File: src/rtl/mmbsc_pkg.sv
// Shared types, codes and constants for the multi-mode byte stream cipher.
// Used by mmbsc_rc4 and the top level; depends on nothing else.
`timescale 1ns / 1ps

package mmbsc_pkg;

  localparam int unsigned SBOX_DEPTH = 256;

  // Mode codes; unused codes behave as passthrough
  localparam logic [2:0] MODE_PASS     = 3'd0;
  localparam logic [2:0] MODE_CAESAR   = 3'd1;
  localparam logic [2:0] MODE_XOR      = 3'd2;
  localparam logic [2:0] MODE_VIGENERE = 3'd3;
  localparam logic [2:0] MODE_RC4      = 3'd4;

  // Configuration register indexes
  localparam logic [2:0] CFG_MODE     = 3'd0;
  localparam logic [2:0] CFG_SHIFT    = 3'd1;
  localparam logic [2:0] CFG_XOR_KEY  = 3'd2;
  localparam logic [2:0] CFG_VIG_KEY  = 3'd3;
  localparam logic [2:0] CFG_RC4_LOW  = 3'd4;
  localparam logic [2:0] CFG_RC4_HIGH = 3'd5;

  localparam logic [2:0]  RST_MODE     = MODE_PASS;
  localparam logic [6:0]  RST_SHIFT    = 7'd3;
  localparam logic [31:0] RST_XOR_KEY  = 32'h3433_3231;            // "1234"
  localparam logic [39:0] RST_VIG_KEY  = 40'h45_4E4A_4154;         // "TAJNE"
  localparam logic [63:0] RST_RC4_LOW  = 64'h3837_3635_3433_3231;  // "12345678"
  localparam logic [63:0] RST_RC4_HIGH = 64'h3635_3433_3231_3039;  // "90123456"

  localparam logic [7:0] PRINT_LO   = 8'd32;
  localparam logic [7:0] PRINT_HI   = 8'd126;
  localparam logic [7:0] PRINT_SPAN = 8'd95;

  typedef struct packed {
    logic start;
    logic sched;
  } rc4_req_t;

  typedef struct packed {
    logic       done;
    logic [7:0] ks;
  } rc4_rsp_t;

  // Shift register value reduced mod 95; input is below 128
  function automatic logic [6:0] reduce_shift(input logic [6:0] s);
    logic [6:0] r;
    r = (s >= PRINT_SPAN[6:0]) ? s - PRINT_SPAN[6:0] : s;
    return r;
  endfunction

  // (kc - 32) mod 95 as a non-negative residue, taken as (kc + 63) mod 95
  function automatic logic [6:0] vig_shift(input logic [7:0] kc);
    logic [8:0] v;
    v = {1'b0, kc} + 9'd63;
    if (v >= 9'd285) begin
      v = v - 9'd285;
    end else if (v >= 9'd190) begin
      v = v - 9'd190;
    end else if (v >= 9'd95) begin
      v = v - 9'd95;
    end
    return v[6:0];
  endfunction

  // Shift within printable ASCII; s is already below 95
  function automatic logic [7:0] shift_printable(input logic [7:0] c, input logic [6:0] s);
    logic [7:0] off;
    logic [7:0] r;
    off = (c - PRINT_LO) + {1'b0, s};
    if (off >= PRINT_SPAN) begin
      off = off - PRINT_SPAN;
    end
    r = (c inside {[PRINT_LO:PRINT_HI]}) ? off + PRINT_LO : c;
    return r;
  endfunction

endpackage

File: src/rtl/mmbsc_rc4.sv
// RC4 engine: permutation table in a one-read, one-write synchronous memory,
// key schedule sequencer and keystream generator. Depends on mmbsc_pkg.
`timescale 1ns / 1ps

module mmbsc_rc4 import mmbsc_pkg::*; (
  input  logic         clk_i,
  input  logic         rst_ni,
  input  rc4_req_t     req_i,
  input  logic [127:0] key_i,
  output rc4_rsp_t     rsp_o
);

  localparam logic [3:0] E_IDLE = 4'd0;
  localparam logic [3:0] E_INIT = 4'd1;
  localparam logic [3:0] E_KA   = 4'd2;
  localparam logic [3:0] E_KB   = 4'd3;
  localparam logic [3:0] E_KC   = 4'd4;
  localparam logic [3:0] E_KD   = 4'd5;
  localparam logic [3:0] E_PA   = 4'd6;
  localparam logic [3:0] E_PB   = 4'd7;
  localparam logic [3:0] E_PC   = 4'd8;
  localparam logic [3:0] E_PD   = 4'd9;

  logic [3:0] state_q, state_d;
  logic [7:0] n_q, n_d;
  logic [7:0] i_q, i_d;
  logic [7:0] j_q, j_d;
  logic [7:0] sa_q, sa_d;   // S[i] or S[n]
  logic [7:0] sb_q, sb_d;   // S[j]
  logic [7:0] t_q, t_d;

  logic [7:0] sbox_q [SBOX_DEPTH];
  logic [7:0] rd_q;
  logic       we;
  logic [7:0] wa;
  logic [7:0] wd;
  logic [7:0] ra;

  logic [7:0] key_byte;
  logic [7:0] j_step;
  logic [7:0] t_sum;

  assign key_byte = key_i[{n_q[3:0], 3'b000} +: 8];
  assign j_step   = j_q + rd_q + ((state_q == E_KB) ? key_byte : 8'd0);
  assign t_sum    = sa_q + rd_q;

  always_comb begin
    state_d = state_q;
    n_d     = n_q;
    i_d     = i_q;
    j_d     = j_q;
    sa_d    = sa_q;
    sb_d    = sb_q;
    t_d     = t_q;
    we      = 1'b0;
    wa      = n_q;
    wd      = n_q;
    ra      = i_q + 8'd1;
    case (state_q)
      E_IDLE: begin
        if (req_i.start) begin
          if (req_i.sched) begin
            n_d     = 8'd0;
            state_d = E_INIT;
          end else begin
            // read of S[i+1] already issued this cycle
            i_d     = i_q + 8'd1;
            state_d = E_PB;
          end
        end
      end
      E_INIT: begin
        we  = 1'b1;
        n_d = n_q + 8'd1;
        if (n_q == 8'hFF) begin
          j_d     = 8'd0;
          state_d = E_KA;
        end
      end
      E_KA: begin
        ra      = n_q;
        state_d = E_KB;
      end
      E_KB: begin
        sa_d    = rd_q;
        j_d     = j_step;
        ra      = j_step;
        state_d = E_KC;
      end
      E_KC: begin
        we      = 1'b1;
        wa      = n_q;
        wd      = rd_q;
        state_d = E_KD;
      end
      E_KD: begin
        we  = 1'b1;
        wa  = j_q;
        wd  = sa_q;
        n_d = n_q + 8'd1;
        if (n_q == 8'hFF) begin
          i_d     = 8'd0;
          j_d     = 8'd0;
          state_d = E_PA;
        end else begin
          state_d = E_KA;
        end
      end
      E_PA: begin
        i_d     = i_q + 8'd1;
        state_d = E_PB;
      end
      E_PB: begin
        sa_d    = rd_q;
        j_d     = j_step;
        ra      = j_step;
        state_d = E_PC;
      end
      E_PC: begin
        sb_d    = rd_q;
        t_d     = t_sum;
        ra      = t_sum;
        we      = 1'b1;
        wa      = i_q;
        wd      = rd_q;
        state_d = E_PD;
      end
      E_PD: begin
        we      = 1'b1;
        wa      = j_q;
        wd      = sa_q;
        state_d = E_IDLE;
      end
      default: state_d = E_IDLE;
    endcase
  end

  // read of S[t] overlapped the swap writes: forward the swapped values
  assign rsp_o.done = (state_q == E_PD);
  assign rsp_o.ks   = (t_q == j_q) ? sa_q :
                      (t_q == i_q) ? sb_q : rd_q;

  always_ff @(posedge clk_i) begin
    if (we) begin
      sbox_q[wa] <= wd;
    end
    rd_q <= sbox_q[ra];
  end

  always_ff @(posedge clk_i or negedge rst_ni) begin
    if (!rst_ni) begin
      state_q <= E_IDLE;
      n_q     <= 8'd0;
      i_q     <= 8'd0;
      j_q     <= 8'd0;
    end else begin
      state_q <= state_d;
      n_q     <= n_d;
      i_q     <= i_d;
      j_q     <= j_d;
    end
  end

  always_ff @(posedge clk_i) begin
    sa_q <= sa_d;
    sb_q <= sb_d;
    t_q  <= t_d;
  end

  a_start_when_idle: assert property (@(posedge clk_i) disable iff (!rst_ni)
    req_i.start |-> state_q == E_IDLE)
    else $error("rc4 start while engine busy");

  a_done_returns_idle: assert property (@(posedge clk_i) disable iff (!rst_ni)
    rsp_o.done |=> state_q == E_IDLE)
    else $error("rc4 engine did not return to idle after a byte");

  a_sched_clears_idx: assert property (@(posedge clk_i) disable iff (!rst_ni)
    (state_q == E_KD && n_q == 8'hFF) |=> (state_q == E_PA && i_q == 8'd0 && j_q == 8'd0))
    else $error("key schedule did not clear indices");

endmodule

File: src/rtl/multi_mode_byte_stream_cipher.sv
// Caesar, xor, vigenere and passthrough bytes load the output register on acceptance, or a
// result register while the output stalls; one byte per cycle while it does not stall. An
// rc4 byte holds off further input until its keystream byte is ready: the S[i], S[j] and
// S[S[i]+S[j]] reads chain through the one-read, one-write permutation memory. An rc4 message
// start first runs the key schedule, a table fill and 256 swaps, then reissues the S[i] read.
// Reset clears indices and key positions and loads the register defaults; the permutation
// table is undefined until the first rc4 message start. Depends on mmbsc_pkg and mmbsc_rc4.
`timescale 1ns / 1ps

module multi_mode_byte_stream_cipher import mmbsc_pkg::*; (
  input  logic        clk_i,
  input  logic        rst_ni,
  input  logic        cfg_valid_i,
  output logic        cfg_ready_o,
  input  logic [2:0]  cfg_index_i,
  input  logic [63:0] cfg_data_i,
  input  logic        in_valid_i,
  output logic        in_stall_o,
  input  logic [7:0]  data_byte_i,
  input  logic        first_of_message_i,
  input  logic        last_of_message_i,
  output logic        out_valid_o,
  input  logic        out_stall_i,
  output logic [7:0]  cipher_byte_o,
  output logic        end_of_message_o
);

  localparam logic [1:0] T_IDLE = 2'd0;
  localparam logic [1:0] T_WAIT = 2'd1;
  localparam logic [1:0] T_OUT  = 2'd2;

  logic [2:0]  mode_q;
  logic [6:0]  shift_q;
  logic [31:0] xor_key_q;
  logic [39:0] vig_key_q;
  logic [63:0] rc4_low_q;
  logic [63:0] rc4_high_q;

  logic [1:0] state_q, state_d;
  logic [1:0] xor_pos_q, xor_pos_d;
  logic [2:0] vig_pos_q, vig_pos_d;
  logic [7:0] data_q, data_d;
  logic       last_q, last_d;
  logic [7:0] res_q, res_d;
  logic       out_valid_q, out_valid_d;
  logic [7:0] cipher_q, cipher_d;
  logic       eom_q, eom_d;

  logic       in_acc;
  logic       out_free;
  logic       load;
  logic [1:0] xpos;
  logic [2:0] vpos;
  logic [7:0] vig_char;
  logic [7:0] classic;
  logic [7:0] rc4_byte;

  rc4_req_t rc4_req;
  rc4_rsp_t rc4_rsp;

  assign cfg_ready_o = 1'b1;
  assign in_stall_o  = (state_q != T_IDLE);
  assign in_acc      = in_valid_i && !in_stall_o;
  assign out_free    = !out_valid_q || !out_stall_i;

  assign out_valid_o      = out_valid_q;
  assign cipher_byte_o    = cipher_q;
  assign end_of_message_o = eom_q;

  always_ff @(posedge clk_i or negedge rst_ni) begin
    if (!rst_ni) begin
      mode_q     <= RST_MODE;
      shift_q    <= RST_SHIFT;
      xor_key_q  <= RST_XOR_KEY;
      vig_key_q  <= RST_VIG_KEY;
      rc4_low_q  <= RST_RC4_LOW;
      rc4_high_q <= RST_RC4_HIGH;
    end else if (cfg_valid_i) begin
      case (cfg_index_i)
        CFG_MODE:     mode_q     <= cfg_data_i[2:0];
        CFG_SHIFT:    shift_q    <= cfg_data_i[6:0];
        CFG_XOR_KEY:  xor_key_q  <= cfg_data_i[31:0];
        CFG_VIG_KEY:  vig_key_q  <= cfg_data_i[39:0];
        CFG_RC4_LOW:  rc4_low_q  <= cfg_data_i;
        CFG_RC4_HIGH: rc4_high_q <= cfg_data_i;
        default: ;
      endcase
    end
  end

  // Key positions restart on a message start
  assign xpos = first_of_message_i ? 2'd0 : xor_pos_q;
  assign vpos = first_of_message_i ? 3'd0 : vig_pos_q;

  always_comb begin
    case (vpos)
      3'd0:    vig_char = vig_key_q[7:0];
      3'd1:    vig_char = vig_key_q[15:8];
      3'd2:    vig_char = vig_key_q[23:16];
      3'd3:    vig_char = vig_key_q[31:24];
      3'd4:    vig_char = vig_key_q[39:32];
      default: vig_char = 8'd0;
    endcase
  end

  always_comb begin
    case (mode_q)
      MODE_CAESAR:   classic = shift_printable(data_byte_i, reduce_shift(shift_q));
      MODE_XOR:      classic = data_byte_i ^ xor_key_q[{xpos, 3'b000} +: 8];
      MODE_VIGENERE: classic = shift_printable(data_byte_i, vig_shift(vig_char));
      default:       classic = data_byte_i;
    endcase
  end

  assign rc4_req.start = in_acc && (mode_q == MODE_RC4);
  assign rc4_req.sched = first_of_message_i;

  mmbsc_rc4 u_rc4 (
    .clk_i  (clk_i),
    .rst_ni (rst_ni),
    .req_i  (rc4_req),
    .key_i  ({rc4_high_q, rc4_low_q}),
    .rsp_o  (rc4_rsp)
  );

  assign rc4_byte = data_q ^ rc4_rsp.ks;

  always_comb begin
    state_d   = state_q;
    xor_pos_d = xor_pos_q;
    vig_pos_d = vig_pos_q;
    data_d    = data_q;
    last_d    = last_q;
    res_d     = res_q;
    load      = 1'b0;
    cipher_d  = cipher_q;
    eom_d     = eom_q;
    case (state_q)
      T_IDLE: begin
        if (in_acc) begin
          data_d    = data_byte_i;
          last_d    = last_of_message_i;
          xor_pos_d = xpos + 2'd1;
          vig_pos_d = (vpos == 3'd4) ? 3'd0 : vpos + 3'd1;
          if (mode_q == MODE_RC4) begin
            state_d = T_WAIT;
          end else if (out_free) begin
            load     = 1'b1;
            cipher_d = classic;
            eom_d    = last_of_message_i;
          end else begin
            res_d   = classic;
            state_d = T_OUT;
          end
        end
      end
      T_WAIT: begin
        if (rc4_rsp.done) begin
          if (out_free) begin
            load     = 1'b1;
            cipher_d = rc4_byte;
            eom_d    = last_q;
            state_d  = T_IDLE;
          end else begin
            res_d   = rc4_byte;
            state_d = T_OUT;
          end
        end
      end
      T_OUT: begin
        if (out_free) begin
          load     = 1'b1;
          cipher_d = res_q;
          eom_d    = last_q;
          state_d  = T_IDLE;
        end
      end
      default: state_d = T_IDLE;
    endcase
  end

  assign out_valid_d = load || (out_valid_q && !out_free);

  always_ff @(posedge clk_i or negedge rst_ni) begin
    if (!rst_ni) begin
      state_q     <= T_IDLE;
      xor_pos_q   <= 2'd0;
      vig_pos_q   <= 3'd0;
      out_valid_q <= 1'b0;
    end else begin
      state_q     <= state_d;
      xor_pos_q   <= xor_pos_d;
      vig_pos_q   <= vig_pos_d;
      out_valid_q <= out_valid_d;
    end
  end

  always_ff @(posedge clk_i) begin
    data_q   <= data_d;
    last_q   <= last_d;
    res_q    <= res_d;
    cipher_q <= cipher_d;
    eom_q    <= eom_d;
  end

  a_out_state_full: assert property (@(posedge clk_i) disable iff (!rst_ni)
    state_q == T_OUT |-> out_valid_q)
    else $error("parked result while output register empty");

  a_rc4_waits: assert property (@(posedge clk_i) disable iff (!rst_ni)
    (in_acc && mode_q == MODE_RC4) |=> (state_q == T_WAIT && in_stall_o))
    else $error("rc4 beat accepted without waiting for engine");

  a_done_in_wait: assert property (@(posedge clk_i) disable iff (!rst_ni)
    rc4_rsp.done |-> state_q == T_WAIT)
    else $error("keystream byte with no rc4 beat pending");

  a_vig_pos_range: assert property (@(posedge clk_i) disable iff (!rst_ni)
    vig_pos_q <= 3'd4)
    else $error("vigenere position out of range");

endmodule
File: config.mk
export PLATFORM = sky130hd
export DESIGN_NAME = multi_mode_byte_stream_cipher
export DESIGN_NICKNAME = d
export VERILOG_FILES = /design/src/rtl/mmbsc_pkg.sv /design/src/rtl/mmbsc_rc4.sv /design/src/rtl/multi_mode_byte_stream_cipher.sv
export SDC_FILE = /design/constraint.sdc
export NUM_CORES = 2
export LEC_CHECK = 0
export BUFFER_PORTS_ARGS = -buffer_cell sky130_fd_sc_hd__clkbuf_2
export CAP_MARGIN = 20
export CORE_UTILIZATION = 55
export CTS_CLUSTER_DIAMETER = 30
export CTS_CLUSTER_SIZE = 10
export DETAILED_ROUTE_END_ITERATION = 12
export PLACE_DENSITY_LB_ADDON = 0.25
export SLEW_MARGIN = 25
export SYNTH_ARGS = -nofsm -noshare
export SYNTH_HDL_FRONTEND = slang
export SYNTH_SLANG_ARGS = --single-unit
File: constraint.sdc
create_clock -name clk_i -period 17.55 [get_ports clk_i]
set_input_delay 3.51 -clock clk_i [delete_from_list [all_inputs] [get_ports clk_i]]
set_output_delay 3.51 -clock clk_i [all_outputs]
set_load 0.01 [all_outputs]
Word-level counts from Yosys, hierarchy flattened
Memory sizes are Yosys's and may differ from the RTL's. A register that Yosys moved wholly into a read port is not among the register bits.
Cells that the tools add are included.
{ "word_totals": {"register_bits": 296, "ram_bits": 2048, "output_inout_bits": 12, "n_memories": 1} }
{ "op_classes": {"add_sub_neg": 19, "magnitude_cmp": 8, "eq_ne": 42, "shift": 2, "n_mux": 69, "bitwise": 2, "reduce_logical": 40} }
{ "memory_table": {"columns": ["memory", "words", "word_bits", "read_ports", "rd_ports_with_merged_regs", "wr", "line_no", "rtl"], "rows": [
  ["u_rc4.sbox_q", 256, 8, 1, 1, 1, "mmbsc_rc4.sv:32", "logic [7:0] sbox_q [SBOX_DEPTH];"]
]} }
{ "op_table": {"columns": ["operator", "n"], "rows": [
  ["8-bit 2-to-1 mux", 25],
  ["128-bit by 8-bit variable part select with 8-bit output", 1],
  ["8-bit one-hot mux with 3 select lines", 4],
  ["8-bit one-hot mux with 2 select lines", 5],
  ["8-bit one-hot mux with 5 select lines", 1],
  ["4-bit one-hot mux with 9 select lines", 1],
  ["7-bit 2-to-1 mux", 5],
  ["32-bit by 6-bit variable part select with 8-bit output", 1],
  ["8-bit adder", 3],
  ["2-bit != test (second input constant)", 11],
  ["3-bit by 2-bit == test with 1-bit output (second input constant)", 6],
  ["2-bit AND reduction", 9],
  ["8-bit by 1-bit adder with 8-bit output (second input constant)", 2],
  ["8-bit by 6-bit adder with 8-bit output (second input constant)", 2],
  ["8-bit by 7-bit adder with 8-bit output", 2],
  ["4-bit by 3-bit == test with 1-bit output (second input constant)", 4],
  ["8-bit == test", 2],
  ["8-bit by 7-bit >= comparator with 1-bit output (second input constant)", 2],
  ["8-bit by 7-bit subtractor with 8-bit output (second input constant)", 2],
  ["8-bit XOR", 2],
  ["2-bit 2-to-1 mux", 7],
  ["7-bit subtractor (second input constant)", 2],
  ["3-bit == test (second input constant)", 4],
  ["1-bit 2-to-1 mux", 12],
  ["40 further kinds", 67]
]} }

Depth between registers and ports, before layout
{ "logic_depth": {"depth_word": 20, "mapped_depth": 37, "ltp_nobuf": 33} }

Hierarchy
From an unflattened synthesis, not the netlist that was laid out.
{ "hier_totals": {"cells_unflattened": 7563, "area_unflattened_um2": 100262.4} }
{ "by_module_without_submodules": {"columns": ["module", "instances", "cells_per_inst", "area_each_um2", "seq_area_each_um2"], "rows": [
  ["mmbsc_rc4", 1, 6519, 87677.8, 63080.5],
  ["multi_mode_byte_stream_cipher", 1, 1044, 12584.6, 6343.6]
]} }

Least setup slack after synthesis
OpenSTA, ideal clock, no wires.
{ "synth_path": {"kind": "input to register", "startpoint": "in first_of_message_i", "endpoint": "reg cipher_q[7] (netlist: cipher_byte_o[7]) (data pin)", "setup_time_ns": 0.145, "arrival_time_ns": 10.422, "required_time_ns": 17.405, "path_slack_ns": 6.983, "stages": 36, "n_path_buf": 3, "cell_sequence": "buf_2 nor2b_1 and2_1 ha_1 clkbuf_1 a222oi_1 o21ai_0 a21oi_1 nor2_1 inv_1 ha_1 a311o_1 nand2_1 ha_1 a21oi_1 nor4b_1 a221o_1 clkbuf_1 a21oi_1 xnor2_1 ha_1 inv_1 fa_1 nor2b_1 o21a_1 o21a_1 nor4_1 o32ai_1 a21oi_1 xor2_1 ha_1 or4_1 a21bo_2 a22oi_1 o32ai_1 o21ai_1"} }
{ "synth_between": {"elab_chain_len": 20, "word_cells_on_any_way": 33} }
{ "synth_rtl": {"columns": ["element", "line_no", "rtl"], "rows": [
  ["start: declaration", "multi_mode_byte_stream_cipher.sv:20", "input logic first_of_message_i,"],
  ["3-bit 2-to-1 mux", "multi_mode_byte_stream_cipher.sv:93", "assign vpos = first_of_message_i ? 3'd0 : vig_pos_q;"],
  ["3-bit == test (tied with other cells)", "multi_mode_byte_stream_cipher.sv:96", "case (vpos)"],
  ["8-bit one-hot mux with 5 select lines", "multi_mode_byte_stream_cipher.sv:96", null],
  ["8-bit by 6-bit adder with 9-bit output", "mmbsc_pkg.sv:55", "v = {1'b0, kc} + 9'd63;"],
  ["9-bit by 7-bit >= comparator with 1-bit output or 7-bit subtractor (tied branches)", "mmbsc_pkg.sv:60, mmbsc_pkg.sv:61", null],
  ["7-bit 2-to-1 mux", "mmbsc_pkg.sv:60", "end else if (v >= 9'd95) begin"],
  ["7-bit 2-to-1 mux", "mmbsc_pkg.sv:58", "end else if (v >= 9'd190) begin"],
  ["7-bit 2-to-1 mux", "mmbsc_pkg.sv:56", "if (v >= 9'd285) begin"],
  ["[5 not listed]", null, null],
  ["8-bit by 6-bit adder with 8-bit output", "mmbsc_pkg.sv:74", "r = (c inside {[PRINT_LO:PRINT_HI]}) ? off + PRINT_LO : c;"],
  ["8-bit 2-to-1 mux", "mmbsc_pkg.sv:74", null],
  ["8-bit one-hot mux with 3 select lines *", "multi_mode_byte_stream_cipher.sv:107", "case (mode_q)"],
  ["8-bit 2-to-1 mux *", "multi_mode_byte_stream_cipher.sv:147", "end else if (out_free) begin"],
  ["8-bit 2-to-1 mux *", "multi_mode_byte_stream_cipher.sv:145", "if (mode_q == MODE_RC4) begin"],
  ["8-bit 2-to-1 mux *", "multi_mode_byte_stream_cipher.sv:140", "if (in_acc) begin"],
  ["8-bit one-hot mux with 3 select lines *", "multi_mode_byte_stream_cipher.sv:138", "case (state_q)"],
  ["net cipher_d[7]", "multi_mode_byte_stream_cipher.sv:46", "logic [7:0] cipher_q, cipher_d;"],
  ["end signal: assignment", "multi_mode_byte_stream_cipher.sv:202", "cipher_q <= cipher_d;"],
  ["end: declaration", "multi_mode_byte_stream_cipher.sv:46", null]
]} }
Mark *: on every way through the listed nets, which the timed path passes. The rest lies on a longest branch. The select of a mux whose other input is x is not followed.
A chain may end at the register's enable or synchronous reset.

Worst setup path after layout
{ "layout_path": {"startpoint": "in first_of_message_i", "endpoint": "reg res_q[7] (data pin)"} }
{ "layout_between": {"elab_chain_len": 20, "word_cells_on_any_way": 33} }
{ "layout_rtl": {"columns": ["element", "line_no", "rtl"], "rows": [
  ["3-bit 2-to-1 mux", "multi_mode_byte_stream_cipher.sv:93", null],
  ["3-bit == test (tied with other cells)", "multi_mode_byte_stream_cipher.sv:96", null],
  ["8-bit one-hot mux with 5 select lines", "multi_mode_byte_stream_cipher.sv:96", null],
  ["8-bit by 6-bit adder with 9-bit output", "mmbsc_pkg.sv:55", null],
  ["9-bit by 7-bit >= comparator with 1-bit output or 7-bit subtractor (tied branches)", "mmbsc_pkg.sv:60, mmbsc_pkg.sv:61", null],
  ["7-bit 2-to-1 mux", "mmbsc_pkg.sv:60", null],
  ["7-bit 2-to-1 mux", "mmbsc_pkg.sv:58", null],
  ["7-bit 2-to-1 mux", "mmbsc_pkg.sv:56", null],
  ["[5 not listed]", null, null],
  ["8-bit by 6-bit adder with 8-bit output", "mmbsc_pkg.sv:74", null],
  ["8-bit 2-to-1 mux", "mmbsc_pkg.sv:74", null],
  ["8-bit one-hot mux with 3 select lines *", "multi_mode_byte_stream_cipher.sv:107", null],
  ["8-bit 2-to-1 mux *", "multi_mode_byte_stream_cipher.sv:147", null],
  ["8-bit 2-to-1 mux *", "multi_mode_byte_stream_cipher.sv:145", null],
  ["8-bit 2-to-1 mux *", "multi_mode_byte_stream_cipher.sv:140", null],
  ["8-bit one-hot mux with 2 select lines *", "multi_mode_byte_stream_cipher.sv:138", null],
  ["net res_d[7]", "multi_mode_byte_stream_cipher.sv:44", "logic [7:0] res_q, res_d;"],
  ["end signal: assignment", "multi_mode_byte_stream_cipher.sv:201", "res_q <= res_d;"],
  ["end: declaration", "multi_mode_byte_stream_cipher.sv:44", null]
]} }
Marked as above.

==> qor.tcl <==
set qor(finalSetupViolCount) 0
set qor(grt_start_max_net_pins) 217
set qor(synthesis.instances) 7731
set qor(fp.dieArea_um2) 183000
set qor(synthesis.area_per_instance_um2) 12.9
set qor(most_used_layer_global_route) {met2}
set qor(synthFlopType) {edfxtp_1}
set qor(placeableCoreArea_um2) 181000
set qor(num_vias) 67600
set qor(finalCritPeriodShare_pct) 67.6
set qor(netSwitchingPower_mw) 3.42
set qor(route.antenna.remaining_nets) 0
set qor(cts_max_path_buffers) 4
set qor(post_cts_hold_buffer_count) 0
set qor(routabilityCongestion) 0.882
set qor(global_route.overflow_total) 0
set qor(io_buffer_count) 92
set qor(data_required_time_at_the_worst_endpoint_ns) 18.29
set qor(global_route.usage.met2_pct) 46.5
set qor(slew-limit-headroom_pct) 15.9
set qor(max_clock_skew_ns) 0.0872
set qor(worst-slew-pin-transition_ns) 1.26
set qor(max_freq_mhz) 84.3
set qor(cell_internal_pwr_mw) 12.4
set qor(chipHeight_um) 428
set qor(synth_top_area_share_pct) 63.0
set qor(rsz0062_at_grt) {false}
set qor(synth_most_common_cell) {edfxtp_1}
set qor(synthDominantAreaCellType) {edfxtp_1}
set qor(worst_ep_arrival_time_ns) 12.61
set qor(cpMaxStageDelayCell) {o32ai_1}
set qor(yosysWarnings) 0
set qor(postCtsSetupRepairBufs) 0
set qor(drc) 0
set qor(drt-pass1-iter-count) 9
set qor(dpl.hpwl_um) 166000
set qor(comb_power_share_pct) 5.5
set qor(timing.critical_path.fanout_max) 32
set qor(ys_top_cells_by_area) {edfxtp_1 (63%), nand2_1 (7.2%), dfrtp_1 (4.0%)}
set qor(tritoncts) {built}
set qor(final_net_count) 8026
set qor(post_synth_num_cell_types) 93
set qor(synth_enable_flop_cells) 2098
set qor(switching_share_pct) 21.7
set qor(post-layout-total-power_mw) 15.8
set qor(first_pass_grt_wire_length_um) 425000
set qor(power.share.clock_pct) 54.1
set qor(cpMostUsedCell) {ha_1}
set qor(cts_htree_levels) 5
set qor(grt_pass1_vias) 65500
set qor(detail_route.wl_per_cell_um) 27.1
set qor(sequentialPowerShare_pct) 40.4
set qor(vias_per_cell) 6.37
set qor(power.density_cell_area_nw_per_um2) 134
set qor(setup_total_negative_slack_ns) 0
set qor(drive_gt1_share_pct) 16.7
set qor(syn-num-nets) 7874
set qor(r2r_setup_slack_ns) 8.00
set qor(clockRootBuffer) {clkbuf_16}
set qor(numClockSinks) 2352
set qor(total_i_o_pin_count) 94
set qor(synth_sequential_area_ratio_pct) 69.5
set qor(clk_transition_reported_paths_ns) 0.05
set qor(cap_viol_max_count) 0
set qor(grt_util_met3_pct) 7.34
set qor(postCtsResizedCells) 0
set qor(finalCriticalPeriod_ns) 11.86
set qor(hold_viol_final) 0
set qor(first_iter_violations) 8968
set qor(vdd_drop_max_mv) 0.129
set qor(ys_async_sr_fraction_pct) 10.5
set qor(area.growth.synth_to_final_pct) 17.6
set qor(floorplan.rows) 156
set qor(finalMaxSlewViolations) 0
set qor(routed_wl_um) 288000
set qor(mappedNetlistArea_um2) 99900
set qor(numCtsBuffers) 453
set qor(critical_path.max_stage_delay_ns) 0.77
set qor(effective_utilization_at_floorplan_pct) 55.3
set qor(startpoint_type) {input port}
set qor(hp-class) {flip-flop to flip-flop}
set qor(result_of_the_run) {finished clean}
set qor(number_of_antenna_violations_at_the_first_check_in_global_routing) 8
set qor(grt_util_met1_pct) 43.0
set qor(total_grt_usage_pct) 31.0
set qor(synth.cells.most_frequent) {edfxtp_1 (2098), nand2_1 (1915), nand3_1 (745)}
set qor(die_width_um) 428
set qor(clock_insertion_delay_worst_skew_ns) 0.99
set qor(worst_setup_path_end_kind) {flip-flop}
set qor(crit_type) {input port to flip-flop}
set qor(power_leakage_nw) 41.7
set qor(yosys_register_bits) 2352
==> worst max-delay path: cells and delay by family <==
| kind | cells | cell delay [ns] |
|---|---|---|
| AOI/OAI and AO/OA | 15 | 4.09 |
| xor gates and xnor gates | 2 | 0.46 |
| adders and majority gates | 5 | 1.51 |
| buffers and inverters | 3 | 0.84 |
| muxes | 1 | 0.19 |
| and+or+nand+nor | 7 | 1.99 |
==> cell type report <==
cell class,instances,area [um2]
clock buffer,516,11700
fill,12500,63000
sequential,2352,69400
tap,2370,2970
clock inverter,306,3460
multi-input combinational,4819,28300
antenna,2,5.00
timing repair buffer,216,1600
inverter,41,155
==> final timing paths <==
check	startpoint	endpoint	cells after the start
max	first_of_message_i	res_q[7]$_DFFE_PP_	33
min	rc4_high_q[27]$_DFFE_PN0P_	rc4_high_q[27]$_DFFE_PN0P_	1
max reg2reg	vig_pos_q[0]$_DFFE_PN0P_	res_q[7]$_DFFE_PP_	33
min reg2reg	rc4_high_q[27]$_DFFE_PN0P_	rc4_high_q[27]$_DFFE_PN0P_	1
max in group asynchronous	rst_ni	rc4_high_q[62]$_DFFE_PN0P_	3
min in group asynchronous	rst_ni	rc4_high_q[43]$_DFFE_PN0P_	1
==> per-stage QoR <==
| step | util [%] | hold WS (ns) | setup WS (ns) | instances | instance area (um2) |
|---|---|---|---|---|---|
| floorplan | - | 0.472 | 6.98 | 7731 | 99900 |
| global placement | 56.7 | 0.482 | 4.87 | 9796 | 102000 |
| detailed placement | 56.7 | 0.488 | 4.97 | 9796 | 102000 |
| CTS | 65.1 | 0.499 | 5.86 | 10600 | 117000 |
| global route | 65.1 | 0.516 | 4.91 | 10600 | 118000 |
| finish | 65.1 | 0.499 | 5.69 | 10600 | 118000 |
==> cell usage in the layout (no fill, tap or decap), drive strengths merged, types with 12 or more instances in the layout <==
cell      count
edfxtp     2098
nand2      1915
nand3       745
clkbuf      607
nor2        356
mux2        213
a311oi      203
clkinv      178
dfrtp       160
a21oi       158
and3        142
buf         125
mux2i        91
o21ai        91
dfstp        86
mux4         80
a211oi       79
a31oi        74
bufinv       66
nor4b        64
xnor2        57
inv          55
ha           50
clkinvlp     48
nand4        39
o22ai        37
nor3         36
nor4         32
a22oi        25
xor2         23
nor2b        23
a32oi        22
o211ai       17
and2         17
o31ai        15
a21o         15
o21a         13
o221ai       12
==> layer usage <==
| layer | share of wire, % | up-vias |
|---|---|---|
| met5 | 0.029 | - |
| met4 | 4.9 | 6 |
| met3 | 11 | 751 |
| met2 | 45 | 4082 |
| met1 | 39 | 33600 |
| li1 | - | 29200 |
==> kinds of logic (layout without fill, tap and decap cells) <==
| family | count (synthesis) | in the layout | share of synthesized area [%] |
|---|---|---|---|
| buffers and inverters | 560 | 1079 | 2.55 |
| flip-flops | 2352 | 2352 | 69.5 |
| multiplexers | 384 | 384 | 5.12 |
| adder cells (fa/ha/maj) | 61 | 61 | 0.846 |
| other | 1 | 3 | 0.00375 |
| XOR/XNOR | 80 | 80 | 0.701 |
| AO/OA/AOI/OAI | 858 | 858 | 6.16 |
| AND/OR/NAND/NOR | 3435 | 3435 | 15.1 |
==> registers in the layout, summed over array words and instances, names as in the netlist, 2 cells and up <==
register,count
u_rc4.i_q,8
u_rc4.t_q,8
cipher_byte_o,8
vig_key_q,40
shift_q,7
u_rc4.n_q,8
mode_q,3
rc4_high_q,64
state_q,2
vig_pos_q,3
u_rc4.sa_q,8
u_rc4.rd_q,8
u_rc4.state_q,4
u_rc4.sbox_q,2048
rc4_low_q,64
u_rc4.sb_q,8
u_rc4.j_q,8
res_q,8
xor_key_q,32
data_q,8
xor_pos_q,2
==> power by group through the flow <==
stage / clock (mW) / combinational (mW) / sequential, mW
after global placement: 0 / 0.849 / 6.45
after CTS: 8.56 / 0.869 / 6.37
after global routing: 8.84 / 0.960 / 6.38
final: 8.53 / 0.874 / 6.37
after detailed placement: 0 / 0.861 / 6.46
after floorplan: 0 / 0.663 / 6.41
No activity file was read; power rests on OpenSTA's default activity.
